File: config.mk
export PLATFORM = sky130hd
export DESIGN_NAME = servo_slot_manager
export DESIGN_NICKNAME = d
export VERILOG_FILES = /design/src/rtl/core/ssm_pkg.sv /design/src/rtl/core/ssm_table.sv /design/src/rtl/core/ssm_calc.sv /design/src/rtl/core/servo_slot_manager.sv
export SDC_FILE = /design/constraint.sdc
export NUM_CORES = 2
export LEC_CHECK = 0
export BUFFER_PORTS_ARGS = -buffer_cell sky130_fd_sc_hd__clkbuf_2
export CAP_MARGIN = 20
export CORE_MARGIN = 2
export CORE_UTILIZATION = 57
export DETAILED_ROUTE_END_ITERATION = 16
export PLACE_DENSITY = 0.73
export SYNTH_ARGS = -nofsm -noshare
export SYNTH_HDL_FRONTEND = slang
export SYNTH_SLANG_ARGS = --single-unit
File: constraint.sdc
create_clock -name clk -period 19.08 [get_ports clk]
set_input_delay 1.908 -clock clk [delete_from_list [all_inputs] [get_ports clk]]
set_output_delay 1.908 -clock clk [all_outputs]
set_load 0.05 [all_outputs]
File: src/rtl/core/ssm_pkg.sv
`timescale 1ns / 1ps
// ----------------------------------------------------------------------------
// ssm_pkg: shared types and constants of the servo slot manager
// Opcodes, status and drive codes, slot layout, and the constants of the pulse
// and duty arithmetic.
// ----------------------------------------------------------------------------
package ssm_pkg;

	localparam int NUM_PINS     = 40;
	localparam int NUM_CHANNELS = 8;
	localparam int PIN_W        = 6;
	localparam int CHAN_W       = 3;

	localparam int ANGLE_MAX    = 180;
	localparam int MIN_LO       = 500;
	localparam int MIN_HI       = 1500;
	localparam int MAX_LO       = 1500;
	localparam int MAX_HI       = 2500;
	localparam int MIN_DEFAULT  = 1000;
	localparam int MAX_DEFAULT  = 2000;
	localparam int DUTY_MAX     = 8191;

	// floor(x / 180) == (x * RECIP_180) >> SHIFT_180 for x < 2^19
	localparam int RECIP_180    = 745655;
	localparam int SHIFT_180    = 27;
	// floor(y / 20000) == (y * RECIP_20000) >> SHIFT_20000 for y < 2^25
	localparam int RECIP_20000  = 54975582;
	localparam int SHIFT_20000  = 40;

	typedef enum logic [1:0] {
		OP_CONFIG  = 2'd0,
		OP_SET     = 2'd1,
		OP_GET     = 2'd2,
		OP_RELEASE = 2'd3
	} opcode_t;

	typedef enum logic [2:0] {
		STS_OK         = 3'd0,
		STS_NOT_PERMIT = 3'd1,
		STS_CLAIM_REF  = 3'd2,
		STS_NO_CHANNEL = 3'd3,
		STS_NOT_CONFIG = 3'd4
	} status_t;

	typedef enum logic [1:0] {
		DRV_NONE   = 2'd0,
		DRV_ATTACH = 2'd1,
		DRV_UPDATE = 2'd2,
		DRV_STOP   = 2'd3
	} drive_t;

	typedef enum logic [1:0] {
		S_IDLE,
		S_LOOK,
		S_CALC,
		S_OUT
	} state_t;

	typedef struct packed {
		logic [7:0]        angle;
		logic [10:0]       min_us;
		logic [11:0]       max_us;
		logic [CHAN_W-1:0] channel;
	} slot_t;

	typedef struct packed {
		logic             en;
		logic [PIN_W-1:0] addr;
		logic             used;
		slot_t            slot;
	} tbl_wr_t;

	typedef struct packed {
		logic        start;
		logic [7:0]  angle;
		logic [10:0] min_us;
		logic [11:0] diff;
	} calc_req_t;

	typedef struct packed {
		logic        done;
		logic [11:0] pulse;
		logic [12:0] duty;
	} calc_rsp_t;

endpackage

File: src/rtl/core/ssm_table.sv
`timescale 1ns / 1ps
// ----------------------------------------------------------------------------
// ssm_table: servo slot memory
// One synchronous slot memory with a registered read port, plus one in-use
// flag per pin in flip-flops, cleared by reset.
// ----------------------------------------------------------------------------
module ssm_table (
	input  logic                      clk,
	input  logic                      arst_n,
	input  logic                      rd_en,
	input  logic [ssm_pkg::PIN_W-1:0] rd_addr,
	output logic                      rd_used,
	output ssm_pkg::slot_t            rd_slot,
	input  ssm_pkg::tbl_wr_t          wr
);

	ssm_pkg::slot_t mem [ssm_pkg::NUM_PINS];
	logic [ssm_pkg::NUM_PINS-1:0] used_q;
	logic rd_used_q;
	ssm_pkg::slot_t rd_slot_q;

	always_ff @(posedge clk) begin
		if (wr.en) begin
			mem[wr.addr] <= wr.slot;
		end
		if (rd_en) begin
			rd_slot_q <= mem[rd_addr];
		end
	end

	always_ff @(posedge clk or negedge arst_n) begin
		if (!arst_n) begin
			used_q    <= '0;
			rd_used_q <= 1'b0;
		end else begin
			if (wr.en) begin
				used_q[wr.addr] <= wr.used;
			end
			if (rd_en) begin
				rd_used_q <= used_q[rd_addr];
			end
		end
	end

	assign rd_used = rd_used_q;
	assign rd_slot = rd_slot_q;

endmodule

File: src/rtl/core/ssm_calc.sv
`timescale 1ns / 1ps
// ----------------------------------------------------------------------------
// ssm_calc: pulse and duty pipeline
// pulse = min + angle*diff/180, duty = pulse*8191/20000, both truncating.
// Divisions are reciprocal multiplies; at most one multiplier per stage.
// ----------------------------------------------------------------------------
module ssm_calc (
	input  logic                clk,
	input  logic                arst_n,
	input  ssm_pkg::calc_req_t  req,
	output ssm_pkg::calc_rsp_t  rsp
);

	localparam logic [19:0] R180 = 20'(ssm_pkg::RECIP_180);
	localparam logic [25:0] R20K = 26'(ssm_pkg::RECIP_20000);
	localparam logic [12:0] DMAX = 13'(ssm_pkg::DUTY_MAX);

	logic [5:0]  v_q;
	logic [7:0]  angle_s0;
	logic [11:0] diff_s0;
	logic [10:0] min_s0;
	logic [19:0] prod_s1;
	logic [10:0] min_s1;
	logic [39:0] quot_s2;
	logic [10:0] min_s2;
	logic [11:0] pulse_s3;
	logic [24:0] scaled_s4;
	logic [50:0] duty_s5;

	always_ff @(posedge clk or negedge arst_n) begin
		if (!arst_n) begin
			v_q <= '0;
		end else begin
			v_q <= {v_q[4:0], req.start};
		end
	end

	// hold each stage until the next item passes through
	always_ff @(posedge clk) begin
		if (req.start) begin
			angle_s0 <= req.angle;
			diff_s0  <= req.diff;
			min_s0   <= req.min_us;
		end
		if (v_q[0]) begin
			prod_s1 <= {12'd0, angle_s0} * {8'd0, diff_s0};
			min_s1  <= min_s0;
		end
		if (v_q[1]) begin
			quot_s2 <= {20'd0, prod_s1} * {20'd0, R180};
			min_s2  <= min_s1;
		end
		if (v_q[2]) begin
			pulse_s3 <= {1'b0, min_s2} + quot_s2[ssm_pkg::SHIFT_180 +: 12];
		end
		if (v_q[3]) begin
			scaled_s4 <= {13'd0, pulse_s3} * {12'd0, DMAX};
		end
		if (v_q[4]) begin
			duty_s5 <= {26'd0, scaled_s4} * {25'd0, R20K};
		end
	end

	assign rsp.done  = v_q[5];
	assign rsp.pulse = pulse_s3;
	assign rsp.duty  = duty_s5[ssm_pkg::SHIFT_20000 +: 11] == 11'd0 ? 13'd0
		: {2'b00, duty_s5[ssm_pkg::SHIFT_20000 +: 11]};

endmodule

File: src/rtl/core/servo_slot_manager.sv
`timescale 1ns / 1ps
// ----------------------------------------------------------------------------
// servo_slot_manager: servo slot table and PWM channel allocator
// Executes configure, set, get and release commands against a per-pin slot
// table and a bitmap of busy PWM channels.
// ----------------------------------------------------------------------------
// Usage:
//   Command channel: cmd_valid/cmd_stall with the opcode, pin, angle, pulse
//   limits and the two outside grants. A command beat is taken when cmd_valid
//   is high and cmd_stall is low.
//   Response channel: rsp_valid/rsp_stall with status, angle, pulse, duty,
//   channel, drive action and release_claim; exactly one beat per command.
//   A command passes the slot memory read, the read-modify-write decision, the
//   six-stage pulse/duty multiply chain and the output register; commands are
//   handled one at a time, so a new command is taken only after the last one
//   has left the pipeline.
//   A stalled response is held in the output register; the next command is
//   still taken and its result waits in the pipeline until the output frees.
//   Reset marks every slot unused and every channel free at once; no sweep.
// ----------------------------------------------------------------------------
module servo_slot_manager (
	input  logic               clk,
	input  logic               arst_n,
	input  logic               cmd_valid,
	output logic               cmd_stall,
	input  logic [1:0]         opcode,
	input  logic [5:0]         pin,
	input  logic signed [15:0] angle_in,
	input  logic signed [15:0] min_pulse_in,
	input  logic signed [15:0] max_pulse_in,
	input  logic               pin_permitted,
	input  logic               claim_granted,
	output logic               rsp_valid,
	input  logic               rsp_stall,
	output logic [2:0]         status,
	output logic signed [8:0]  angle_out,
	output logic [11:0]        pulse_out,
	output logic [12:0]        duty_out,
	output logic [2:0]         channel_out,
	output logic [1:0]         drive_action,
	output logic               release_claim
);

	ssm_pkg::state_t state_q, state_d;

	ssm_pkg::opcode_t op_q;
	logic [ssm_pkg::PIN_W-1:0] pin_q;
	logic signed [15:0] angle_q, min_q, max_q;
	logic perm_q, grant_q;
	logic [ssm_pkg::NUM_CHANNELS-1:0] busy_q, busy_d;

	logic rd_en, rd_used;
	ssm_pkg::slot_t rd_slot;
	ssm_pkg::tbl_wr_t wr;
	ssm_pkg::calc_req_t creq;
	ssm_pkg::calc_rsp_t crsp;

	// decision of the lookup cycle
	logic in_range, used, any_free;
	logic [ssm_pkg::CHAN_W-1:0] free_idx;
	logic [7:0]  a_cl;
	logic [10:0] mn_cl, mn_sel;
	logic [11:0] mx_cl, mx_sel;
	ssm_pkg::status_t lk_status;
	logic signed [8:0] lk_angle;
	logic [ssm_pkg::CHAN_W-1:0] lk_chan;
	ssm_pkg::drive_t lk_act;
	logic lk_rel, lk_show;

	ssm_pkg::status_t res_status_q;
	logic signed [8:0] res_angle_q;
	logic [ssm_pkg::CHAN_W-1:0] res_chan_q;
	ssm_pkg::drive_t res_act_q;
	logic res_rel_q, res_show_q;

	logic rsp_load;
	logic rsp_valid_q;
	ssm_pkg::status_t status_q;
	logic signed [8:0] angle_out_q;
	logic [11:0] pulse_q;
	logic [12:0] duty_q;
	logic [ssm_pkg::CHAN_W-1:0] chan_q;
	ssm_pkg::drive_t act_q;
	logic rel_q;

	ssm_table u_table (
		.clk     (clk),
		.arst_n  (arst_n),
		.rd_en   (rd_en),
		.rd_addr (pin),
		.rd_used (rd_used),
		.rd_slot (rd_slot),
		.wr      (wr)
	);

	ssm_calc u_calc (
		.clk    (clk),
		.arst_n (arst_n),
		.req    (creq),
		.rsp    (crsp)
	);

	// ---------------- command capture ----------------
	always_ff @(posedge clk) begin
		if (cmd_valid && !cmd_stall) begin
			op_q    <= ssm_pkg::opcode_t'(opcode);
			pin_q   <= pin;
			angle_q <= angle_in;
			min_q   <= min_pulse_in;
			max_q   <= max_pulse_in;
			perm_q  <= pin_permitted;
			grant_q <= claim_granted;
		end
	end

	// ---------------- clamps and channel search ----------------
	always_comb begin
		if (angle_q < 0) begin
			a_cl = 8'd0;
		end else if (angle_q > ssm_pkg::ANGLE_MAX) begin
			a_cl = 8'(ssm_pkg::ANGLE_MAX);
		end else begin
			a_cl = angle_q[7:0];
		end
		if (min_q < ssm_pkg::MIN_LO) begin
			mn_cl = 11'(ssm_pkg::MIN_LO);
		end else if (min_q > ssm_pkg::MIN_HI) begin
			mn_cl = 11'(ssm_pkg::MIN_HI);
		end else begin
			mn_cl = min_q[10:0];
		end
		if (max_q < ssm_pkg::MAX_LO) begin
			mx_cl = 12'(ssm_pkg::MAX_LO);
		end else if (max_q > ssm_pkg::MAX_HI) begin
			mx_cl = 12'(ssm_pkg::MAX_HI);
		end else begin
			mx_cl = max_q[11:0];
		end
		// lowest free channel wins
		any_free = 1'b0;
		free_idx = '0;
		for (int i = ssm_pkg::NUM_CHANNELS - 1; i >= 0; i--) begin
			if (!busy_q[i]) begin
				any_free = 1'b1;
				free_idx = ssm_pkg::CHAN_W'(i);
			end
		end
	end

	// ---------------- read-modify-write decision ----------------
	always_comb begin
		in_range  = int'(pin_q) < ssm_pkg::NUM_PINS;
		used      = in_range && rd_used;
		lk_status = ssm_pkg::STS_OK;
		lk_angle  = used ? $signed({1'b0, rd_slot.angle}) : -9'sd1;
		lk_chan   = '0;
		lk_act    = ssm_pkg::DRV_NONE;
		lk_rel    = 1'b0;
		lk_show   = 1'b0;
		busy_d    = busy_q;
		mn_sel    = rd_slot.min_us;
		mx_sel    = rd_slot.max_us;
		creq.angle = rd_slot.angle;
		wr.en     = 1'b0;
		wr.addr   = pin_q;
		wr.used   = 1'b1;
		wr.slot   = rd_slot;

		case (op_q)
			ssm_pkg::OP_CONFIG: begin
				if ({1'b0, mn_cl} >= mx_cl) begin
					mn_sel = 11'(ssm_pkg::MIN_DEFAULT);
					mx_sel = 12'(ssm_pkg::MAX_DEFAULT);
				end else begin
					mn_sel = mn_cl;
					mx_sel = mx_cl;
				end
				creq.angle = a_cl;
				if (!in_range || !perm_q) begin
					lk_status = ssm_pkg::STS_NOT_PERMIT;
				end else if (!grant_q) begin
					lk_status = ssm_pkg::STS_CLAIM_REF;
				end else if (!used && !any_free) begin
					lk_status = ssm_pkg::STS_NO_CHANNEL;
					lk_rel    = 1'b1;
				end else begin
					lk_chan   = used ? rd_slot.channel : free_idx;
					lk_act    = ssm_pkg::DRV_ATTACH;
					lk_angle  = $signed({1'b0, a_cl});
					lk_show   = 1'b1;
					busy_d[lk_chan] = 1'b1;
					wr.en          = 1'b1;
					wr.slot.angle  = a_cl;
					wr.slot.min_us = mn_sel;
					wr.slot.max_us = mx_sel;
					wr.slot.channel = lk_chan;
				end
			end
			ssm_pkg::OP_SET: begin
				creq.angle = a_cl;
				if (!used) begin
					lk_status = ssm_pkg::STS_NOT_CONFIG;
				end else begin
					lk_chan  = rd_slot.channel;
					lk_act   = ssm_pkg::DRV_UPDATE;
					lk_angle = $signed({1'b0, a_cl});
					lk_show  = 1'b1;
					wr.en         = 1'b1;
					wr.slot.angle = a_cl;
				end
			end
			ssm_pkg::OP_GET: begin
				if (!used) begin
					lk_status = ssm_pkg::STS_NOT_CONFIG;
				end else begin
					lk_chan = rd_slot.channel;
					lk_show = 1'b1;
				end
			end
			ssm_pkg::OP_RELEASE: begin
				if (used) begin
					lk_chan  = rd_slot.channel;
					lk_act   = ssm_pkg::DRV_STOP;
					lk_rel   = 1'b1;
					lk_angle = -9'sd1;
					busy_d[rd_slot.channel] = 1'b0;
					wr.en   = 1'b1;
					wr.used = 1'b0;
					wr.slot = '0;
				end
			end
			default: begin
				lk_status = ssm_pkg::STS_OK;
			end
		endcase

		wr.en       = wr.en && (state_q == ssm_pkg::S_LOOK);
		creq.min_us = mn_sel;
		creq.diff   = mx_sel - {1'b0, mn_sel};
		creq.start  = (state_q == ssm_pkg::S_LOOK);
	end

	always_ff @(posedge clk) begin
		if (state_q == ssm_pkg::S_LOOK) begin
			res_status_q <= lk_status;
			res_angle_q  <= lk_angle;
			res_chan_q   <= lk_chan;
			res_act_q    <= lk_act;
			res_rel_q    <= lk_rel;
			res_show_q   <= lk_show;
		end
	end

	// ---------------- sequencer ----------------
	always_ff @(posedge clk or negedge arst_n) begin
		if (!arst_n) begin
			state_q <= ssm_pkg::S_IDLE;
			busy_q  <= '0;
		end else begin
			state_q <= state_d;
			if (state_q == ssm_pkg::S_LOOK) begin
				busy_q <= busy_d;
			end
		end
	end

	always_comb begin
		state_d   = state_q;
		cmd_stall = 1'b1;
		rd_en     = 1'b0;
		rsp_load  = 1'b0;
		case (state_q)
			ssm_pkg::S_IDLE: begin
				cmd_stall = 1'b0;
				if (cmd_valid) begin
					rd_en   = int'(pin) < ssm_pkg::NUM_PINS;
					state_d = ssm_pkg::S_LOOK;
				end
			end
			ssm_pkg::S_LOOK: begin
				state_d = ssm_pkg::S_CALC;
			end
			ssm_pkg::S_CALC: begin
				if (crsp.done) begin
					if (!rsp_valid_q || !rsp_stall) begin
						rsp_load = 1'b1;
						state_d  = ssm_pkg::S_IDLE;
					end else begin
						state_d = ssm_pkg::S_OUT;
					end
				end
			end
			ssm_pkg::S_OUT: begin
				if (!rsp_valid_q || !rsp_stall) begin
					rsp_load = 1'b1;
					state_d  = ssm_pkg::S_IDLE;
				end
			end
			default: begin
				state_d = ssm_pkg::S_IDLE;
			end
		endcase
	end

	// ---------------- output register ----------------
	always_ff @(posedge clk or negedge arst_n) begin
		if (!arst_n) begin
			rsp_valid_q <= 1'b0;
		end else if (rsp_load) begin
			rsp_valid_q <= 1'b1;
		end else if (!rsp_stall) begin
			rsp_valid_q <= 1'b0;
		end
	end

	always_ff @(posedge clk) begin
		if (rsp_load) begin
			status_q    <= res_status_q;
			angle_out_q <= res_angle_q;
			pulse_q     <= res_show_q ? crsp.pulse : 12'd0;
			duty_q      <= res_show_q ? crsp.duty : 13'd0;
			chan_q      <= res_chan_q;
			act_q       <= res_act_q;
			rel_q       <= res_rel_q;
		end
	end

	assign rsp_valid     = rsp_valid_q;
	assign status        = status_q;
	assign angle_out     = angle_out_q;
	assign pulse_out     = pulse_q;
	assign duty_out      = duty_q;
	assign channel_out   = chan_q;
	assign drive_action  = act_q;
	assign release_claim = rel_q;

	// ---------------- assertions ----------------
	a_accept_looks: assert property (@(posedge clk) disable iff (!arst_n)
		(cmd_valid && !cmd_stall) |=> (state_q == ssm_pkg::S_LOOK))
		else $error("command beat not followed by table lookup");

	a_rsp_from_seq: assert property (@(posedge clk) disable iff (!arst_n)
		$rose(rsp_valid) |-> ($past(state_q) == ssm_pkg::S_CALC
			|| $past(state_q) == ssm_pkg::S_OUT))
		else $error("response raised outside the result states");

	a_stop_releases: assert property (@(posedge clk) disable iff (!arst_n)
		(rsp_valid && drive_action == ssm_pkg::DRV_STOP) |-> release_claim)
		else $error("stop without claim release");

	a_attach_busy: assert property (@(posedge clk) disable iff (!arst_n)
		($rose(rsp_valid) && drive_action == ssm_pkg::DRV_ATTACH)
			|-> busy_q[channel_out])
		else $error("attached channel not marked busy");

endmodule
# Word level (Yosys, flattened, before mapping)
# Memory sizes are Yosys's and may differ from the RTL's. A register that Yosys moved wholly into a read port is not among the register bits.
# Cells that the tools add are included.
[op_classes]
n_bitwise = 4
mux = 98
n_reduce_logical = 26
magnitude_cmp = 16
n_eq_ne = 14
mul = 4
add_sub_neg = 2
[op_table]
columns = ["operator", "count"]
rows = [
  ["34-bit two-way mux", 3],
  ["8-bit two-way mux", 8],
  ["9-bit two-way mux", 6],
  ["26-bit one-hot mux with 2 select lines", 1],
  ["25-bit by 25-bit multiplier with 50-bit output, second input constant", 1],
  ["12-bit two-way mux", 4],
  ["11-bit two-way mux", 4],
  ["3-bit two-way mux", 14],
  ["40-bit bitwise mux", 1],
  ["20-bit by 20-bit multiplier with 39-bit output, second input constant", 1],
  ["35-bit two-way mux", 1],
  ["1-bit two-way mux", 32],
  ["9-bit one-hot mux with 3 select lines", 1],
  ["12-bit by 13-bit multiplier with 25-bit output, second input constant", 1],
  ["8-bit one-hot mux with 3 select lines", 1],
  ["8-bit by 12-bit multiplier with 20-bit output", 1],
  ["2-bit two-way mux", 9],
  ["16-bit by 12-bit > comparator with 1-bit output, second input constant", 1],
  ["16-bit by 13-bit > comparator with 1-bit output, second input constant", 1],
  ["16-bit by 9-bit > comparator with 1-bit output, second input constant", 1],
  ["16-bit by 1-bit less-than comparator with 1-bit output, second input constant", 1],
  ["16-bit by 10-bit less-than comparator with 1-bit output, second input constant", 1],
  ["16-bit by 12-bit less-than comparator with 1-bit output, second input constant", 1],
  ["8-bit one-hot mux with 2 select lines", 1],
  ["33 further kinds", 68],
]
[word_totals]
regBits = 377
ramBits = 1360
elab_cells = 202
memories = 1
[memory_table]
columns = ["name", "depth", "word_bits", "rd", "rd_ports_with_merged_regs", "wr", "line_no", "rtl"]
rows = [
  ["u_table.mem", 40, 34, 1, 1, 1, "ssm_table.sv:17", "ssm_pkg::slot_t mem [ssm_pkg::NUM_PINS];"],
]

# Logic depth before layout (Yosys ltp)
[depth]
depth_word = 18
mapped_depth = 30
ltp_nobuf = 29

# By module
# A second synthesis with hierarchy kept.
[unflattened]
cells_unflattened = 5569
hier_area_um2 = 90110.2
[modules_own_cells]
columns = ["module", "n_inst", "cells_each", "area_each_um2"]
rows = [
  ["ssm_table", 1, 2268, 54853.9],
  ["ssm_calc", 1, 2619, 28038.1],
  ["servo_slot_manager", 1, 682, 7218.2],
]

# Least setup slack after synthesis
# OpenSTA, ideal clock, no wires.
[synth_path]
kind = "register -> register"
start = "reg u_calc.prod_s1[17]"
end = "reg u_calc.quot_s2[38] (data pin)"
path_stages_with_launch = 23
arrival_time_ns = 5.900
period_less_slack_ns = 6.160
slack_ns = 12.920
required_time_ns = 18.820
n_path_buf = 0
cell_sequence = "edfxtp_1 -> ha_1 -> inv_1 -> fa_1 -> inv_1 -> fa_1 -> fa_1 -> fa_1 -> fa_1 -> inv_1 -> fa_1 -> inv_1 -> ha_1 -> o211ai_1 -> nor2_1 -> nand4_1 -> o221ai_1 -> o221ai_1 -> o21ai_0 -> a41o_1 -> nor4_1 -> nor3_1 -> xnor2_1"
[synth_via]
elab_chain_len = 1
[synth_lines]
columns = ["element", "line_no", "rtl"]
rows = [
  ["start, declared", "ssm_calc.sv:22", "logic [19:0] prod_s1;"],
  ["start signal, assigned", "ssm_calc.sv:46", "prod_s1 <= {12'd0, angle_s0} * {8'd0, diff_s0};"],
  ["20-bit by 20-bit multiplier with 39-bit output", "ssm_calc.sv:50", "quot_s2 <= {20'd0, prod_s1} * {20'd0, R180};"],
  ["end signal, assigned", "ssm_calc.sv:50", ""],
  ["end, declared", "ssm_calc.sv:24", "logic [39:0] quot_s2;"],
]
# No other way between the ends.
# A chain may end at the register's enable or synchronous reset.

# Final worst setup path
# Same ends and word-level chain as after synthesis.

==> run metrics <==
CTS tree=done; post-route minimum period=6.97 ns; Synth Register Bits=1703; Hold Path Sink=u_calc.min_s2[7]; Post-synth EDFFs=1645; Layout fillers=10900; # DRC=0; number of max-cap violations=0; vias in the first global route=49200; DR iter-0 viols=4958; # H-tree levels=4; grt ovf=0; hold depth=0; first-pass GRT wire length=315 mm; area growth from synthesis to layout=10.6%; crit-path leading delay family=adder cells; post-CTS sizing=0; maximum clock path buffer count=3; yosys warns=0; final wirelength=210 mm; ys async rst share=3.41%; DR vias=47800; met1 wire length=83.6 mm; Hold Path Class=reg2reg; Main synth FF type=edfxtp_1; fin crit share=36.5%; RR Startpoint=u_calc.prod_s1[17]; WP data required=19.60 ns; IO buf count=104; top cell type's share of synthesized area=55.3%; area of the core=0.156 sq mm; worst path cell trace=ha_1 > inv_1 > fa_1 > inv_1 > fa_1 > fa_1 > fa_1 > fa_1 > inv_1 > fa_1 > inv_1 > ha_1 > o211ai_1 > nor2_1 > nand4_1 > o221ai_1 > o221ai_1 > o21ai_0 > a41o_1 > nor4_1 > nor3_1 > xnor2_1; drt first pass iters=6; Fin Clk Skew=0.0631 ns; WP buf/inv=4; final hold vios=0; unrepaired setup endpoints after global routing=false; # nets final=~6900; outcome=complete, no violations; multi-input logic area=approximately 0.035 sq mm; TNS Setup=0 ns; metal2 WL=103 mm; Worst VDD drop=100 uV; Max Freq=between 100 and 150 MHz; Worst path max stage delay=between 0.5 and 0.6 ns; final core occ=63.3%; top area cells in the synthesized netlist=edfxtp_1 (55%), fa_1 (12%), mux4_2 (11%); final setup fails=0; CTS hold repair buffers=0; die area=0.160 sq mm; post-synthesis cell count=5509; worst r2r path cells=22; Mapped Area=just under 0.09 sq mm; Overall Global Routing Usage=27.0%; relative slew slack=21.0%; hold_sp=u_calc.min_s1[7]; drt wl/cell=26.5 um; root buf cell=clkbuf_16; Die X=400 um; vias per cell=between 6 and 7; Slew Limit Fails=0; largest net degree at the start of global routing=134; hpwl dp=136 mm; clock sinks=1703; clock-pin slew on the worst setup and hold paths=0.06 ns; CP max stage cell=edfxtp_1; CTS Buf Count=166; routability cong.=0.898; initial antenna violation count=6; nature of the critical path endpoint=flop; critical-path maximum fanout=6; Worst Tran Pin Value=about 1.2 ns; FP Rows=145; Netlist cell types=71; kind of critical path=reg2reg; Starting Density=a little under three fifths; top layer in use=met5; I/O pins=107; R2R Path End=u_calc.quot_s2[38]; syn_area_per_cell=around 16 sq um; power density cells=77.2 mW/mm^2; worst path arrival time=7.49 ns; Startpoint Class=flop; post-CTS setup buffer count=0; share of cells above drive strength 1=17.0%; ANT nets after route=0; setup slack, reg-to-reg=12.11 ns; clk_lat worst skew=0.82 ns; WL met3=about 17 mm; Die Ht=400 um; LEAKAGE=between 30 and 40 nW; most used cell, CP=fa_1; register area=around 0.05 sq mm; leading area contributor after synthesis=edfxtp_1; sequential element share of the synthesized area=56.9%
[cells in the mapped netlist, types with 10 or more instances]
cell type  instances
mux2i_1           36
inv_1            907
ha_1             567
or3_1             15
and2_1            78
nand2b_1          17
and3_1            10
buf_2             21
xnor2_1           57
a21o_1            36
a21oi_1          131
edfxtp_1        1645
xor2_1            21
o21a_1            10
mux2_2            37
nand2_1          176
fa_1             528
a211oi_1          48
a31oi_1           21
nand3_1           38
nor2_1           165
buf_1             19
dfrtp_1           58
nor2b_1           54
nor3_1            43
mux4_2           420
clkbuf_1         113
o21ai_0          114
[per-layer routing]
metal | global-route usage, % | up-vias
met2 | 43.8 | 2039
met3 | 4.81 | 333
met4 | 7.65 | 6
li1 | - | 20500
met5 | 0 | -
met1 | 38.0 | 25000
[placed cells by master, fill, tap and decap left out, types with 38 or more instances in the layout]
cell       instances
buf_4             93
nand3_1           38
dfrtp_1           58
ha_1             566
and2_1            78
nor2_4            40
edfxtp_1        1645
a21oi_1          130
clkbuf_16        167
mux4_2           420
nor2_1           125
xnor2_1           57
fa_1             528
nor3_1            43
o21ai_0           92
nor2b_1           54
nand2_1          176
inv_1            905
clkbuf_1          38
clkbuf_2          97
a211oi_1          48
[worst register-to-register path: cells and delay by family (launching register included)]
family                   cells  cell delay, ns
XOR/XNOR                     1            0.08
adder cells (fa/ha/maj)      8            3.66
AO/OA/AOI/OAI                5            1.56
flip-flops                   1            0.56
AND/OR/NAND/NOR              4            0.62
buffers and inverters        4            0.25
[how the worst max path moves through the flow]
stage	end	start	slack (ns)	depth (start not counted)
finish	u_calc.quot_s2[38]	u_calc.prod_s1[17]	12.11	22
detailed placement	u_calc.quot_s2[38]	u_calc.prod_s1[17]	12.07	22
floorplan	u_calc.quot_s2[38]	u_calc.prod_s1[17]	12.92	22
CTS	u_calc.quot_s2[38]	u_calc.prod_s1[17]	12.03	22
global route	u_calc.quot_s2[38]	u_calc.prod_s1[17]	11.63	22
global placement	u_calc.duty_s5[47]	u_calc.scaled_s4[13]	12.15	21
[registers in the layout, indices dropped and copies added, names as in the netlist, 12 cells and up]
register / flops
u_calc.quot_s2: 12
max_q: 16
u_table.used_q: 40
u_calc.diff_s0: 12
angle_q: 16
min_q: 16
u_table.mem: 1360
u_calc.scaled_s4: 25
u_calc.prod_s1: 20
u_table.rd_slot: 34
u_calc.pulse_s3: 12
pulse_out: 12
[through the flow]
step	power (mW)	hold WS [ns]	worst slack [ns]	area, sq um	cells
detailed placement	4.33	0.405	12.07	93000	7611
global placement	4.33	0.403	12.15	92900	7608
global route	7.82	0.421	11.63	98700	7920
finish	7.62	0.412	12.11	98700	7921
CTS	7.66	0.417	12.03	98700	7918
floorplan	4.27	0.400	12.92	89300	5510
[final cells by class]
| class | instances | area share [%] |
|---|---|---|
| tap | 2058 | 2.61 |
| clock buffer | 208 | 4.42 |
| multi-input combinational | 2743 | 35.3 |
| clock inverter | 99 | 1.29 |
| inverter | 907 | 3.45 |
| sequential | 1703 | 51.5 |
| timing repair buffer | 202 | 1.42 |
| antenna | 1 | 0.00253 |
[power breakdown]
part	internal [mW]	total [mW]	leakage, nW	switching (mW)
logic	0.103	0.210	19.5	0.106
registers	4.04	4.04	15.6	0.0000000000000000143
clock network	1.92	3.37	2.73	1.45
[kinds of logic after synthesis]
kind of cell,Yosys count,synth area share (%)
flops,1703,56.9
fa+ha+maj,1095,19.8
buf+inv,1064,4.52
simple gates,634,3.41
mux,493,11.5
compound gates,441,3.11
xor+xnor,78,0.765
other cells,1,0.00420
No activity file was read; power rests on OpenSTA's default activity.
